## src/sv/bqf_pkg.sv

```systemverilog
// shared types and constants for the four-channel biquad filter
// no dependencies; imported by bqf_ctrl, bqf_datapath and the top level
package bqf_pkg;

  localparam int COEF_W     = 24;   // coefficient width, Q4.20
  localparam int COEF_FRAC  = 20;   // coefficient fraction bits
  localparam int NUM_COEFS  = 5;
  localparam int CFG_IDX_W  = 3;
  localparam int CH_W       = 2;    // channel field width
  localparam int STATE_W    = 32;   // delay state width
  localparam int PROD_W     = STATE_W + COEF_W;
  localparam int ACC_W      = 60;   // exact sum of products and scaled state
  localparam int RQ_W       = ACC_W - COEF_FRAC;

  // register indexes
  localparam logic [CFG_IDX_W-1:0] REG_F0 = 3'd0;
  localparam logic [CFG_IDX_W-1:0] REG_F1 = 3'd1;
  localparam logic [CFG_IDX_W-1:0] REG_F2 = 3'd2;
  localparam logic [CFG_IDX_W-1:0] REG_B1 = 3'd3;
  localparam logic [CFG_IDX_W-1:0] REG_B2 = 3'd4;

  // operand pair for the shared multiplier
  typedef enum logic [2:0] {
    MUL_F0X,
    MUL_F1X,
    MUL_F2X,
    MUL_B1Y,
    MUL_B2Y
  } bqf_mul_sel_t;

  // accumulator operation
  typedef enum logic [2:0] {
    ACC_HOLD,
    ACC_LOAD_Z1,
    ACC_ADD,
    ACC_LOAD_Z2,
    ACC_SUB,
    ACC_LOAD_PROD
  } bqf_acc_op_t;

  typedef struct packed {
    logic         latch_in;
    bqf_mul_sel_t mul_sel;
    bqf_acc_op_t  acc_op;
    logic         y_load;
    logic         z1_wr;
    logic         z2_wr;
    logic         out_load;
  } bqf_cmd_t;

  typedef struct packed {
    logic out_free;
  } bqf_stat_t;

endpackage

```

## src/sv/bqf_ctrl.sv

```systemverilog
// sequencer for the biquad: steps one request at a time through the datapath
// depends on bqf_pkg
module bqf_ctrl
  import bqf_pkg::*;
(
  input  logic      clk,
  input  logic      rst_n,
  input  logic      in_valid,
  output logic      in_stall,
  input  bqf_stat_t stat,
  output bqf_cmd_t  cmd
);

  typedef enum logic [3:0] {
    S_IDLE,
    S_C1,
    S_C2,
    S_C3,
    S_C4,
    S_C5,
    S_C6,
    S_C7,
    S_C8
  } state_t;

  state_t state_r;
  logic   in_stall_r;

  assign in_stall = in_stall_r;

  always_ff @(posedge clk) begin
    if (!rst_n) begin
      state_r    <= S_IDLE;
      in_stall_r <= 1'b0;
    end else begin
      unique case (state_r)
        S_IDLE: begin
          if (in_valid) begin
            state_r    <= S_C1;
            in_stall_r <= 1'b1;
          end
        end
        S_C1: state_r <= S_C2;
        S_C2: state_r <= S_C3;
        S_C3: state_r <= S_C4;
        S_C4: state_r <= S_C5;
        S_C5: state_r <= S_C6;
        S_C6: state_r <= S_C7;
        S_C7: state_r <= S_C8;
        S_C8: begin
          if (stat.out_free) begin
            state_r    <= S_IDLE;
            in_stall_r <= 1'b0;
          end
        end
        default: begin
          state_r    <= S_IDLE;
          in_stall_r <= 1'b0;
        end
      endcase
    end
  end

  always_comb begin
    cmd.latch_in = 1'b0;
    cmd.mul_sel  = MUL_F0X;
    cmd.acc_op   = ACC_HOLD;
    cmd.y_load   = 1'b0;
    cmd.z1_wr    = 1'b0;
    cmd.z2_wr    = 1'b0;
    cmd.out_load = 1'b0;
    unique case (state_r)
      S_IDLE: cmd.latch_in = in_valid;
      S_C1: begin
        cmd.mul_sel = MUL_F0X;
        cmd.acc_op  = ACC_LOAD_Z1;
      end
      S_C2: begin
        cmd.mul_sel = MUL_F1X;
        cmd.acc_op  = ACC_ADD;
      end
      S_C3: begin
        cmd.y_load = 1'b1;
        cmd.acc_op = ACC_LOAD_Z2;
      end
      S_C4: cmd.mul_sel = MUL_B1Y;
      S_C5: begin
        cmd.mul_sel = MUL_F2X;
        cmd.acc_op  = ACC_SUB;
      end
      S_C6: begin
        cmd.z1_wr   = 1'b1;
        cmd.mul_sel = MUL_B2Y;
        cmd.acc_op  = ACC_LOAD_PROD;
      end
      S_C7: cmd.acc_op = ACC_SUB;
      S_C8: begin
        cmd.z2_wr    = stat.out_free;
        cmd.out_load = stat.out_free;
      end
      default: cmd.latch_in = 1'b0;
    endcase
  end

endmodule

```

## src/sv/bqf_datapath.sv

```systemverilog
// biquad datapath: coefficients, per-channel delay states, shared multiplier,
// accumulator with rounding and saturation, output register; depends on bqf_pkg
module bqf_datapath
  import bqf_pkg::*;
#(
  parameter int CHANNELS     = 4,
  parameter int SAMPLE_WIDTH = 24
) (
  input  logic                           clk,
  input  logic                           rst_n,
  input  logic                           cfg_we,
  input  logic [CFG_IDX_W-1:0]           cfg_index,
  input  logic [COEF_W-1:0]              cfg_wdata,
  input  logic signed [SAMPLE_WIDTH-1:0] in_sample_in,
  input  logic [CH_W-1:0]                in_channel,
  input  logic                           in_block_last,
  input  bqf_cmd_t                       cmd,
  output bqf_stat_t                      stat,
  input  logic                           out_stall,
  output logic                           out_valid,
  output logic signed [SAMPLE_WIDTH-1:0] out_sample_out,
  output logic [CH_W-1:0]                out_channel_out,
  output logic                           out_block_last_out
);

  localparam int IDX_W = (CHANNELS > 1) ? $clog2(CHANNELS) : 1;
  localparam logic [ACC_W-1:0] ROUND_BIAS = ACC_W'(1) << (COEF_FRAC - 1);

  logic signed [COEF_W-1:0]       coef_f0_r, coef_f1_r, coef_f2_r, coef_b1_r, coef_b2_r;
  logic signed [STATE_W-1:0]      z1_r [CHANNELS];
  logic signed [STATE_W-1:0]      z2_r [CHANNELS];
  logic signed [SAMPLE_WIDTH-1:0] x_r;
  logic [CH_W-1:0]                ch_r;
  logic                           last_r;
  logic                           ch_ok_r;
  logic [IDX_W-1:0]               idx;
  logic signed [STATE_W-1:0]      z1_rd, z2_rd;
  logic signed [STATE_W-1:0]      x_ext;
  logic signed [STATE_W-1:0]      y_r;
  logic signed [STATE_W-1:0]      op_a;
  logic signed [COEF_W-1:0]       op_b;
  logic signed [PROD_W-1:0]       prod_nxt, prod_r;
  logic signed [ACC_W-1:0]        acc_r, acc_nxt;
  logic [ACC_W-1:0]               rnd_sum;
  logic signed [RQ_W-1:0]         rnd_q;
  logic signed [STATE_W-1:0]      rnd_sat;
  logic signed [SAMPLE_WIDTH-1:0] y_sat;
  logic                           out_valid_r;
  logic signed [SAMPLE_WIDTH-1:0] out_sample_r;
  logic [CH_W-1:0]                out_ch_r;
  logic                           out_last_r;

  // coefficient registers
  always_ff @(posedge clk) begin
    if (!rst_n) begin
      coef_f0_r <= '0;
      coef_f1_r <= '0;
      coef_f2_r <= '0;
      coef_b1_r <= '0;
      coef_b2_r <= '0;
    end else if (cfg_we) begin
      unique case (cfg_index)
        REG_F0:  coef_f0_r <= cfg_wdata;
        REG_F1:  coef_f1_r <= cfg_wdata;
        REG_F2:  coef_f2_r <= cfg_wdata;
        REG_B1:  coef_b1_r <= cfg_wdata;
        REG_B2:  coef_b2_r <= cfg_wdata;
        default: coef_f0_r <= coef_f0_r;  // unknown index ignored
      endcase
    end
  end

  // request capture
  always_ff @(posedge clk) begin
    if (cmd.latch_in) begin
      x_r     <= in_sample_in;
      ch_r    <= in_channel;
      last_r  <= in_block_last;
      ch_ok_r <= (int'(in_channel) < CHANNELS);
    end
  end

  assign idx   = IDX_W'(ch_r);
  assign z1_rd = ch_ok_r ? z1_r[idx] : '0;
  assign z2_rd = ch_ok_r ? z2_r[idx] : '0;
  assign x_ext = STATE_W'(x_r);

  // shared multiplier, registered product
  always_comb begin
    unique case (cmd.mul_sel)
      MUL_F0X: begin op_a = x_ext; op_b = coef_f0_r; end
      MUL_F1X: begin op_a = x_ext; op_b = coef_f1_r; end
      MUL_F2X: begin op_a = x_ext; op_b = coef_f2_r; end
      MUL_B1Y: begin op_a = y_r;   op_b = coef_b1_r; end
      MUL_B2Y: begin op_a = y_r;   op_b = coef_b2_r; end
      default: begin op_a = x_ext; op_b = coef_f0_r; end
    endcase
  end

  assign prod_nxt = op_a * op_b;

  always_ff @(posedge clk) begin
    prod_r <= prod_nxt;
  end

  // accumulator
  always_comb begin
    unique case (cmd.acc_op)
      ACC_HOLD:      acc_nxt = acc_r;
      ACC_LOAD_Z1:   acc_nxt = ACC_W'(z1_rd) <<< COEF_FRAC;
      ACC_ADD:       acc_nxt = acc_r + ACC_W'(prod_r);
      ACC_LOAD_Z2:   acc_nxt = (ACC_W'(z2_rd) <<< COEF_FRAC) + ACC_W'(prod_r);
      ACC_SUB:       acc_nxt = acc_r - ACC_W'(prod_r);
      ACC_LOAD_PROD: acc_nxt = ACC_W'(prod_r);
      default:       acc_nxt = acc_r;
    endcase
  end

  always_ff @(posedge clk) begin
    acc_r <= acc_nxt;
  end

  // round half up, then saturate to the state width
  assign rnd_sum = acc_r + ROUND_BIAS;
  assign rnd_q   = rnd_sum[ACC_W-1:COEF_FRAC];

  always_comb begin
    if ((&rnd_q[RQ_W-1:STATE_W-1]) || !(|rnd_q[RQ_W-1:STATE_W-1])) begin
      rnd_sat = rnd_q[STATE_W-1:0];
    end else if (rnd_q[RQ_W-1]) begin
      rnd_sat = {1'b1, {(STATE_W-1){1'b0}}};
    end else begin
      rnd_sat = {1'b0, {(STATE_W-1){1'b1}}};
    end
  end

  always_ff @(posedge clk) begin
    if (cmd.y_load) begin
      y_r <= rnd_sat;
    end
  end

  // delay states
  always_ff @(posedge clk) begin
    if (!rst_n) begin
      for (int i = 0; i < CHANNELS; i++) begin
        z1_r[i] <= '0;
        z2_r[i] <= '0;
      end
    end else begin
      if (cmd.z1_wr && ch_ok_r) begin
        z1_r[idx] <= rnd_sat;
      end
      if (cmd.z2_wr && ch_ok_r) begin
        z2_r[idx] <= rnd_sat;
      end
    end
  end

  // output saturation to sample width
  always_comb begin
    if ((&y_r[STATE_W-1:SAMPLE_WIDTH-1]) || !(|y_r[STATE_W-1:SAMPLE_WIDTH-1])) begin
      y_sat = y_r[SAMPLE_WIDTH-1:0];
    end else if (y_r[STATE_W-1]) begin
      y_sat = {1'b1, {(SAMPLE_WIDTH-1){1'b0}}};
    end else begin
      y_sat = {1'b0, {(SAMPLE_WIDTH-1){1'b1}}};
    end
  end

  // output register
  always_ff @(posedge clk) begin
    if (!rst_n) begin
      out_valid_r <= 1'b0;
    end else if (cmd.out_load) begin
      out_valid_r <= 1'b1;
    end else if (!out_stall) begin
      out_valid_r <= 1'b0;
    end
  end

  always_ff @(posedge clk) begin
    if (cmd.out_load) begin
      out_sample_r <= ch_ok_r ? y_sat : '0;
      out_ch_r     <= ch_r;
      out_last_r   <= last_r;
    end
  end

  assign stat.out_free      = !out_valid_r || !out_stall;
  assign out_valid          = out_valid_r;
  assign out_sample_out     = out_sample_r;
  assign out_channel_out    = out_ch_r;
  assign out_block_last_out = out_last_r;

endmodule

```

## src/sv/four_channel_biquad_filter.sv

```systemverilog
// top level of the four-channel biquad filter (transposed direct form II)
// depends on bqf_pkg, bqf_ctrl and bqf_datapath
//
// usage
//   input channel: in_valid / in_stall with in_sample_in, in_channel and
//   in_block_last; a request is taken at a clock edge with in_valid high and
//   in_stall low. each request gives exactly one result on the output channel
//   (out_valid / out_stall), in request order, channel and block-last copied.
//   coefficients f0, f1, f2, b1, b2 (signed q4.20) are written through cfg_we /
//   cfg_index / cfg_wdata; the user must write them only while no request is
//   in flight, not enforced by the block; an index past b2 is ignored. a channel
//   number at or above CHANNELS gives a zero sample, delay states untouched.
// timing
//   one 32x24 multiplier and one accumulator are shared by the five products,
//   stepped by the controller through eight steps; one request is in flight
//   at a time, so a new request is taken only once the last result is loaded.
//   in_stall is high from the request edge until the result is loaded.
//   the result sits in an output register, so the next request can be taken
//   while it waits; if that register is still held by out_stall when the next
//   result is ready, the sequencer holds in its last step until it frees up.
// reset
//   synchronous active-low rst_n clears coefficients, all delay states and
//   the output valid flag; the block is ready for a request right after reset
module four_channel_biquad_filter
  import bqf_pkg::*;
#(
  parameter int CHANNELS     = 4,
  parameter int SAMPLE_WIDTH = 24
) (
  input  logic                           clk,
  input  logic                           rst_n,
  // configuration write port
  input  logic                           cfg_we,
  input  logic [CFG_IDX_W-1:0]           cfg_index,
  input  logic [COEF_W-1:0]              cfg_wdata,
  // input requests
  input  logic                           in_valid,
  output logic                           in_stall,
  input  logic signed [SAMPLE_WIDTH-1:0] in_sample_in,
  input  logic [CH_W-1:0]                in_channel,
  input  logic                           in_block_last,
  // results
  output logic                           out_valid,
  input  logic                           out_stall,
  output logic signed [SAMPLE_WIDTH-1:0] out_sample_out,
  output logic [CH_W-1:0]                out_channel_out,
  output logic                           out_block_last_out
);

  bqf_cmd_t  cmd;   // controller -> datapath step commands
  bqf_stat_t stat;  // datapath -> controller output-slot status

  // sequencer: one request at a time, eight steps each
  bqf_ctrl u_ctrl (
    .clk      (clk),
    .rst_n    (rst_n),
    .in_valid (in_valid),
    .in_stall (in_stall),
    .stat     (stat),
    .cmd      (cmd)
  );

  // arithmetic, state and output register
  bqf_datapath #(
    .CHANNELS     (CHANNELS),
    .SAMPLE_WIDTH (SAMPLE_WIDTH)
  ) u_datapath (
    .clk                (clk),
    .rst_n              (rst_n),
    .cfg_we             (cfg_we),
    .cfg_index          (cfg_index),
    .cfg_wdata          (cfg_wdata),
    .in_sample_in       (in_sample_in),
    .in_channel         (in_channel),
    .in_block_last      (in_block_last),
    .cmd                (cmd),
    .stat               (stat),
    .out_stall          (out_stall),
    .out_valid          (out_valid),
    .out_sample_out     (out_sample_out),
    .out_channel_out    (out_channel_out),
    .out_block_last_out (out_block_last_out)
  );

`ifndef NO_ASSERTIONS
  // a taken request closes the input: in_stall is high after the request edge
  a_stall_after_req: assert property (@(posedge clk) disable iff (!rst_n)
    (in_valid && !in_stall) |=> in_stall)
    else $error("input not stalled after request");

  // results are only loaded while a request is in flight
  a_load_in_flight: assert property (@(posedge clk) disable iff (!rst_n)
    cmd.out_load |-> in_stall)
    else $error("result loaded with no request in flight");

  // the two delay states are never written in the same step
  a_delay_wr_excl: assert property (@(posedge clk) disable iff (!rst_n)
    !(cmd.z1_wr && cmd.z2_wr))
    else $error("both delay states written at once");

  // a loaded result shows up on the output next cycle
  a_load_shows: assert property (@(posedge clk) disable iff (!rst_n)
    cmd.out_load |=> out_valid)
    else $error("loaded result not presented");
`endif

endmodule
```

## config.mk

```make
export PLATFORM = sky130hd
export DESIGN_NAME = four_channel_biquad_filter
export DESIGN_NICKNAME = d
export VERILOG_FILES = /design/src/sv/bqf_pkg.sv /design/src/sv/bqf_ctrl.sv /design/src/sv/bqf_datapath.sv /design/src/sv/four_channel_biquad_filter.sv
export SDC_FILE = /design/constraint.sdc
export NUM_CORES = 2
export LEC_CHECK = 0
export BUFFER_PORTS_ARGS = -buffer_cell sky130_fd_sc_hd__buf_2
export CAP_MARGIN = 10
export CORE_ASPECT_RATIO = 1.5
export CORE_MARGIN = 2
export CORE_UTILIZATION = 42
export CTS_CLUSTER_SIZE = 24
export DETAILED_ROUTE_END_ITERATION = 12
export PLACE_DENSITY_LB_ADDON = 0.12
export SLEW_MARGIN = 25
export SYNTH_ARGS = -nofsm -noshare
export SYNTH_HDL_FRONTEND = slang
export SYNTH_SLANG_ARGS = --single-unit
```

## constraint.sdc

```tcl
create_clock -name clk -period 10.9 [get_ports clk]
set_input_delay 0.545 -clock clk [delete_from_list [all_inputs] [get_ports clk]]
set_output_delay 0.545 -clock clk [all_outputs]
set_load 0.03 [all_outputs]
```

# ---- After elaboration in Yosys (flattened, before gate mapping)
# Memory sizes are Yosys's and may differ from the RTL's. A register that Yosys moved wholly into a read port is not among the register bits.
# Index checks and enable logic that the tools add are counted.
dict set report word_totals {
  inputBits 59
  memories 2
  output_inout_bits 29
  reg_bits 328
  ramBits 256
  elab_cells 111
}
# memory depth word_bits rd rd_clocked_by_memory_dff write_ports line
set memory_table {}
lappend memory_table {u_datapath.z1_r 4 32 1 1 4 bqf_datapath.sv:30} ;# logic signed [STATE_W-1:0] z1_r [CHANNELS];
lappend memory_table {u_datapath.z2_r 4 32 1 1 4 bqf_datapath.sv:31} ;# logic signed [STATE_W-1:0] z2_r [CHANNELS];
dict set report op_classes {
  n_mux 36
  multipliers 1
  eq_ne 24
  n_reduce_logical 26
  add_sub_neg 4
  bitwise_logic 1
}
# operator n
set ops {}
lappend ops {{$pmux W60 S5} 1}
lappend ops {{$mux W32} 5}
lappend ops {{$pmux W24 S4} 1}
lappend ops {{$reduce_or A32 Y1} 2}
lappend ops {{$add A60 B20 Y60 const B} 1}
lappend ops {{$add A60 B56 Y60} 1}
lappend ops {{$sub A60 B56 Y60} 1}
lappend ops {{$add A52 B56 Y57} 1}
lappend ops {{$mul A32 B24 Y56} 1}
lappend ops {{$mux W24} 2}
lappend ops {{$pmux W4 S9} 1}
lappend ops {{$eq A3 B2 Y1 const B} 6}
lappend ops {{$reduce_and A9 Y1} 2}
lappend ops {{$reduce_or A9 Y1} 2}
lappend ops {{$eq A4 B3 Y1 const B} 4}
lappend ops {{$mux W1} 16}
lappend ops {{$pmux W3 S5} 1}
lappend ops {{$eq A3 B3 Y1 const B} 4}
lappend ops {{$pmux W3 S4} 1}
lappend ops {{$reduce_and A2 Y1} 6}
lappend ops {{$mux W2} 5}
lappend ops {{$eq A3 B1 Y1 const B} 3}
lappend ops {{$eq A4 B2 Y1 const B} 2}
lappend ops {{$mux W4} 2}
lappend ops {{other kinds (14)} 21}

# ---- Logic depth before layout (Yosys ltp)
dict set report depth {
  depth_word 8
  ltp_mapped 36
  ltp_nobuf 32
}

# ---- By module
# From an unflattened synthesis, not the netlist that was laid out.
dict set report hier_totals {
  hier_cells 6079
  hier_area_um2 58061.9
}
# module instances area_each_um2 seq_area_each_um2 cells_each
set modules_own_cells {}
lappend modules_own_cells {bqf_datapath 1 57692.8 15655.0 6035}
lappend modules_own_cells {bqf_ctrl 1 369.1 100.1 44}

# ---- Worst setup path after synthesis
# OpenSTA, ideal clock, no wires.
dict set report synth_path {
  path_kind {flip-flop to flip-flop}
  start {register u_ctrl.state_r[1]}
  end {register u_datapath.prod_r[55]}
  slack_ps 2058
  path_buffers 4
  synth_period_minus_slack_ps 8842
  t_arrival_ps 8721
  t_required_ps 10779
  setup_ps 121
  path_stages_with_launch 32
  cell_sequence {dfxtp_1 clkbuf_1 nand2b_1 nor3_1 clkbuf_1 clkbuf_1 a22oi_1 nand3_1 clkbuf_1 nand2_1 fa_1 fa_1 inv_1 fa_1 fa_1 fa_1 fa_1 inv_1 fa_1 inv_1 ha_1 and4_1 and3_1 or4b_2 a2111oi_0 nor3_1 a21oi_1 a221oi_1 a21oi_1 o21a_1 nor2_1 xnor2_1}
}
dict set report synth_via {
  elab_chain_cells 6
  elab_cells_between_ends 13
  cone_classes {mul (1); eq/ne (8); mux (3); reduce/logical (1)}
}
# item line
set synth_lines {}
lappend synth_lines {{start, declared} bqf_ctrl.sv:26} ;# state_t state_r;
lappend synth_lines {{start signal, assigned} bqf_ctrl.sv:33} ;# state_r <= S_IDLE;
lappend synth_lines {{start signal, assigned} bqf_ctrl.sv:39} ;# state_r <= S_C1;
lappend synth_lines {{start signal, assigned} bqf_ctrl.sv:43} ;# S_C1: state_r <= S_C2;
lappend synth_lines {{$eq A4 B3 Y1 / $eq A4 B2 Y1 (equally long branches)} bqf_ctrl.sv:72} ;# unique case (state_r)
lappend synth_lines {{$pmux W3 S4 *} bqf_ctrl.sv:72}
lappend synth_lines {{$eq A3 B2 Y1 / $eq A3 B3 Y1 (equally long branches)} bqf_datapath.sv:90} ;# unique case (cmd.mul_sel)
lappend synth_lines {{$reduce_or A2 Y1 (no line)} n/a}
lappend synth_lines {{$mux W32} bqf_datapath.sv:90}
lappend synth_lines {{$mul A32 B24 Y56 *} bqf_datapath.sv:100} ;# assign prod_nxt = op_a * op_b;
lappend synth_lines {{via u_datapath.prod_nxt[55]} bqf_datapath.sv:42} ;# logic signed [PROD_W-1:0] prod_nxt, prod_r;
lappend synth_lines {{end signal, assigned} bqf_datapath.sv:103} ;# prod_r <= prod_nxt;
lappend synth_lines {{end, declared} bqf_datapath.sv:42}
# The timed path passes the listed nets; every way through them passes the cells marked *.
# A chain may end at the register's enable or synchronous reset.

# ---- Worst setup path in the final report
# Ends and elaborated chain as after synthesis.

==> results.py <==
metrics = {
    "layout": {
        "layout_commonest_cell": "inv_1",
        "final_cell_mix": "inv_1 (838), nand2_1 (790), fa_1 (785), nor2_1 (726), edfxtp_1 (402)",
        "fill_cells": 12873,
        "fin_nets": 6992,
        "drive_gt1_share_pct": 9.31,
        "finalInstanceArea_sq_um": 62400,
        "area_growth_syn_to_layout_pct": 9.61,
    },
    "setup_path": {
        "worstPathRequired_ns": 11.42,
        "crit_fanout": 19,
        "slowest_delay_ns": 0.98,
        "path_common_cell": "fa_1",
        "r2r-start": "u_ctrl.state_r[1]$_SDFFE_PN0P_",
        "critPathSlowestCell": "and4_1",
        "r2r_end": "u_datapath.prod_r[55]$_DFF_P_",
        "start_kind": "flip-flop",
        "endpoint_kind": "flip-flop",
        "path_class": "reg -> reg",
        "cp_data_arrival_time_ns": 10.97,
        "worstRegToRegCells": 29,
        "ff2ff_setup_slack_ns": 0.45,
    },
    "power_and_ir_drop": {
        "p_total_mw": 10.2,
        "p_leak_nw": 28.0,
        "swShare_pct": 44.3,
        "intPower_mw": 5.69,
        "clkPwrFrac_pct": 22.5,
        "p_per_area_nw_per_um2": 164,
        "ir_worst_vdd_mv": 0.127,
        "p_comb_share_pct": 47.8,
        "power_frac_seq_pct": 29.7,
        "p_sw_mw": 4.53,
    },
    "timing": {
        "rsz0062_at_grt": "no",
        "slew_viol_final": 0,
        "clock_skew_ns": 0.0691,
        "period_needed_ns": 10.45,
        "finalSetupViolCount": 0,
        "tightest_slew_ns": 1.12,
        "hold_viol": 0,
        "layout_setup_ws_ns": 0.454,
        "max_freq_mhz": 95.7,
        "relSlewSlack_pct": 25.6,
        "fin_crit_sh_pct": 95.8,
        "fin_tns_setup_ns": 0,
    },
    "global_route": {
        "grt_use_total_pct": 30.9,
        "antenna_found_initial": 10,
        "grt_pass1_wl_um": 309000,
        "first_global_vias": 46554,
        "grt_overflow": 0,
        "grt_max_degree": 125,
    },
    "placement": {
        "dp_slack_ns": 0.530,
        "dpl_cell_area_sq_um": 60100,
        "hpwlAfterDp_um": 165000,
        "gp_congestion": 1.02,
        "io_buffers": 87,
    },
    "detailed_routing": {
        "wire_per_inst_um": 27.5,
        "firstDrtPassIters": 5,
        "avgViaCountPerCell": 5.65,
        "dr_total_vias": 43559,
        "totalWireLength_um": 212000,
        "drtAntennaViolNets": 0,
        "drt_iter0_markers": 2991,
        "drc": 0,
    },
    "logic_synthesis": {
        "yosys.area.top_type_share_pct": 27.6,
        "synth-adder-area-share_pct": 33.0,
        "yosys_register_bits": 586,
        "ys_warn_count": 0,
        "synth_compound_area_share_pct": 10.7,
        "yosys.area_share.xor_xnor_pct": 3.52,
        "synthMuxAreaShare_pct": 3.56,
        "yosysSeqAreaShare_pct": 27.7,
        "synth-simple-area-share_pct": 14.0,
        "synth-async-reset-ratio_pct": 0,
        "syn-num-nets": 6959,
        "synth_top_family_by_area": "adder cells",
        "synthFlopType": "edfxtp_1",
        "synthDistinctLibCells": 87,
        "synth_edf_count": 402,
        "yosys-top-cells-area": "fa_1 (28%), edfxtp_1 (21%), dfxtp_1 (6.5%)",
        "synth.avg_cell_area_sq_um": 9.71,
        "synth_top_cell_by_area": "fa_1",
        "syn-cell-area_sq_um": 57000,
        "syn_inst": 5868,
    },
    "floorplan": {
        "io_pins": 88,
        "die_area_sq_um": 139000,
        "initial_core_util_pct": 42.3,
        "die_w_um": 305,
        "core_area_sq_um": 135000,
        "rows": 165,
        "die_h_um": 455,
    },
    "cts": {
        "ctsResizeCount": 0,
        "cts_tree": "done",
        "path_clk_slew_ns": 0.06,
        "clkLatencyLatePin_ns": 0.71,
        "cts_buffer_depth": 3,
        "htree_levels": 3,
        "cts_root_buffer": "clkbuf_16",
        "cts_buffers": 67,
        "cts_num_sinks": 586,
    },
    "hold_path": {
        "whs_path_depth": 1,
        "hp-start": "in_sample_in[13]",
        "holdPathEnd": "u_datapath.x_r[13]$_DFFE_PP_",
        "hold_path.class": "in -> reg",
    },
    "run": {
        "drv_cap": 0,
    },
    "status": {
        "status": "complete, no violations",
    },
}
==> how the worst max path moves through the flow <==
stage	start	end	slack [ns]	depth (start not counted)
6_report	u_ctrl.state_r[1]$_SDFFE_PN0P_	u_datapath.prod_r[55]$_DFF_P_	0.45	29
5_1_grt	u_ctrl.state_r[1]$_SDFFE_PN0P_	u_datapath.prod_r[55]$_DFF_P_	0.09	29
4_1_cts	u_ctrl.state_r[3]$_SDFFE_PN0P_	u_datapath.prod_r[49]$_DFF_P_	0.47	32
3_3_place_gp	u_ctrl.state_r[3]$_SDFFE_PN0P_	u_datapath.prod_r[49]$_DFF_P_	0.72	32
2_1_floorplan	u_ctrl.state_r[1]$_SDFFE_PN0P_	u_datapath.prod_r[55]$_DFF_P_	2.06	31
3_5_place_dp	u_ctrl.state_r[3]$_SDFFE_PN0P_	u_datapath.prod_r[49]$_DFF_P_	0.53	32
==> critical path: cells and delay by family (launching register included) <==
kind	cells	cell delay [ns]
flip-flops	1	0.58
XOR/XNOR	1	0.11
adder cells (fa/ha/maj)	8	3.82
buffers and inverters	5	0.53
AO/OA/AOI/OAI	7	2.26
AND/OR/NAND/NOR	8	2.94
==> cells by family (layout without fill, tap and decap cells) <==
kind of cell    after synthesis  count (layout)
mux                         118             118
xor+xnor                    229             229
compound gates              887             887
flops                       586             586
other cells                   0               5
fa+ha+maj                  1032            1032
buf+inv                    1140            1221
simple gates               1876            1876
==> cells in the mapped netlist (50+ instances only) <==
master and count:
clkbuf_1 269, mux4_2 64, fa_1 785, inv_1 838, xnor2_1 126, ha_1 247
a21boi_0 127, dfxtp_1 184, a21oi_1 174, xor2_1 103, nand2_1 799, nand3_1 57
a21o_1 131, nor2_1 732, edfxtp_1 402, o21ai_0 142, nand4_1 50
==> layout make-up <==
| type | count | area, sq um | area share (%) |
|---|---|---|---|
| antenna | 5 | 12.5 | 0.0200 |
| clock buffer | 84 | 1860 | 2.97 |
| clock inverter | 33 | 332 | 0.531 |
| inverter | 839 | 3150 | 5.04 |
| multi-input combinational | 4142 | 37200 | 59.6 |
| sequential | 586 | 15800 | 25.2 |
| tap | 1753 | 2190 | 3.51 |
| timing repair buffer | 265 | 1910 | 3.06 |
==> state kept, by name, indices dropped and copies added, names as in the netlist, 2 cells and up, named ones only <==
register,count
u_datapath.coef_f1_r,24
u_datapath.coef_f0_r,24
u_datapath.z2_r,128
u_datapath.coef_b2_r,24
u_datapath.y_r,32
u_datapath.acc_r,60
u_datapath.ch_r,2
u_datapath.coef_b1_r,24
u_ctrl.state_r,4
u_datapath.x_r,24
u_datapath.prod_r,56
u_datapath.coef_f2_r,24
u_datapath.out_channel_out,2
u_datapath.out_sample_out,24
u_datapath.z1_r,128
==> through the flow <==
stage / instances / hold slack, ns / util [%]
CTS: 7702 / 0.00265 / 46.3
floorplan: 5868 / 0.400 / -
finish: 7707 / 0.0391 / 46.3
detailed placement: 7568 / 0.460 / 44.5
global route: 7704 / 0.0248 / 46.3
global placement: 7568 / 0.453 / 44.5
==> power groups by stage <==
stage               combinational [mW]  clock (mW)  sequential, mW
global placement                  4.81           0            3.07
detailed placement                4.82           0            3.07
floorplan                         3.27           0            2.87
global route                      5.28        2.42            3.05
CTS                               4.85        2.35            3.02
finish                            4.89        2.31            3.03
==> what timing repair did <==
item,CTS,global route
hold buffers,17,0
setup buffers,0,0
endpoints found under the hold margin,17,0
==> per-layer routing <==
| metal | global-route usage, % | share of wire (%) |
|---|---|---|
| met4 | 19.3 | 7.2 |
| met2 | 57.6 | 53 |
| met3 | 4.33 | 5.5 |
| met1 | 32.7 | 35 |
| met5 | 0 | 0.043 |
Power figures use the tool's default switching activity.
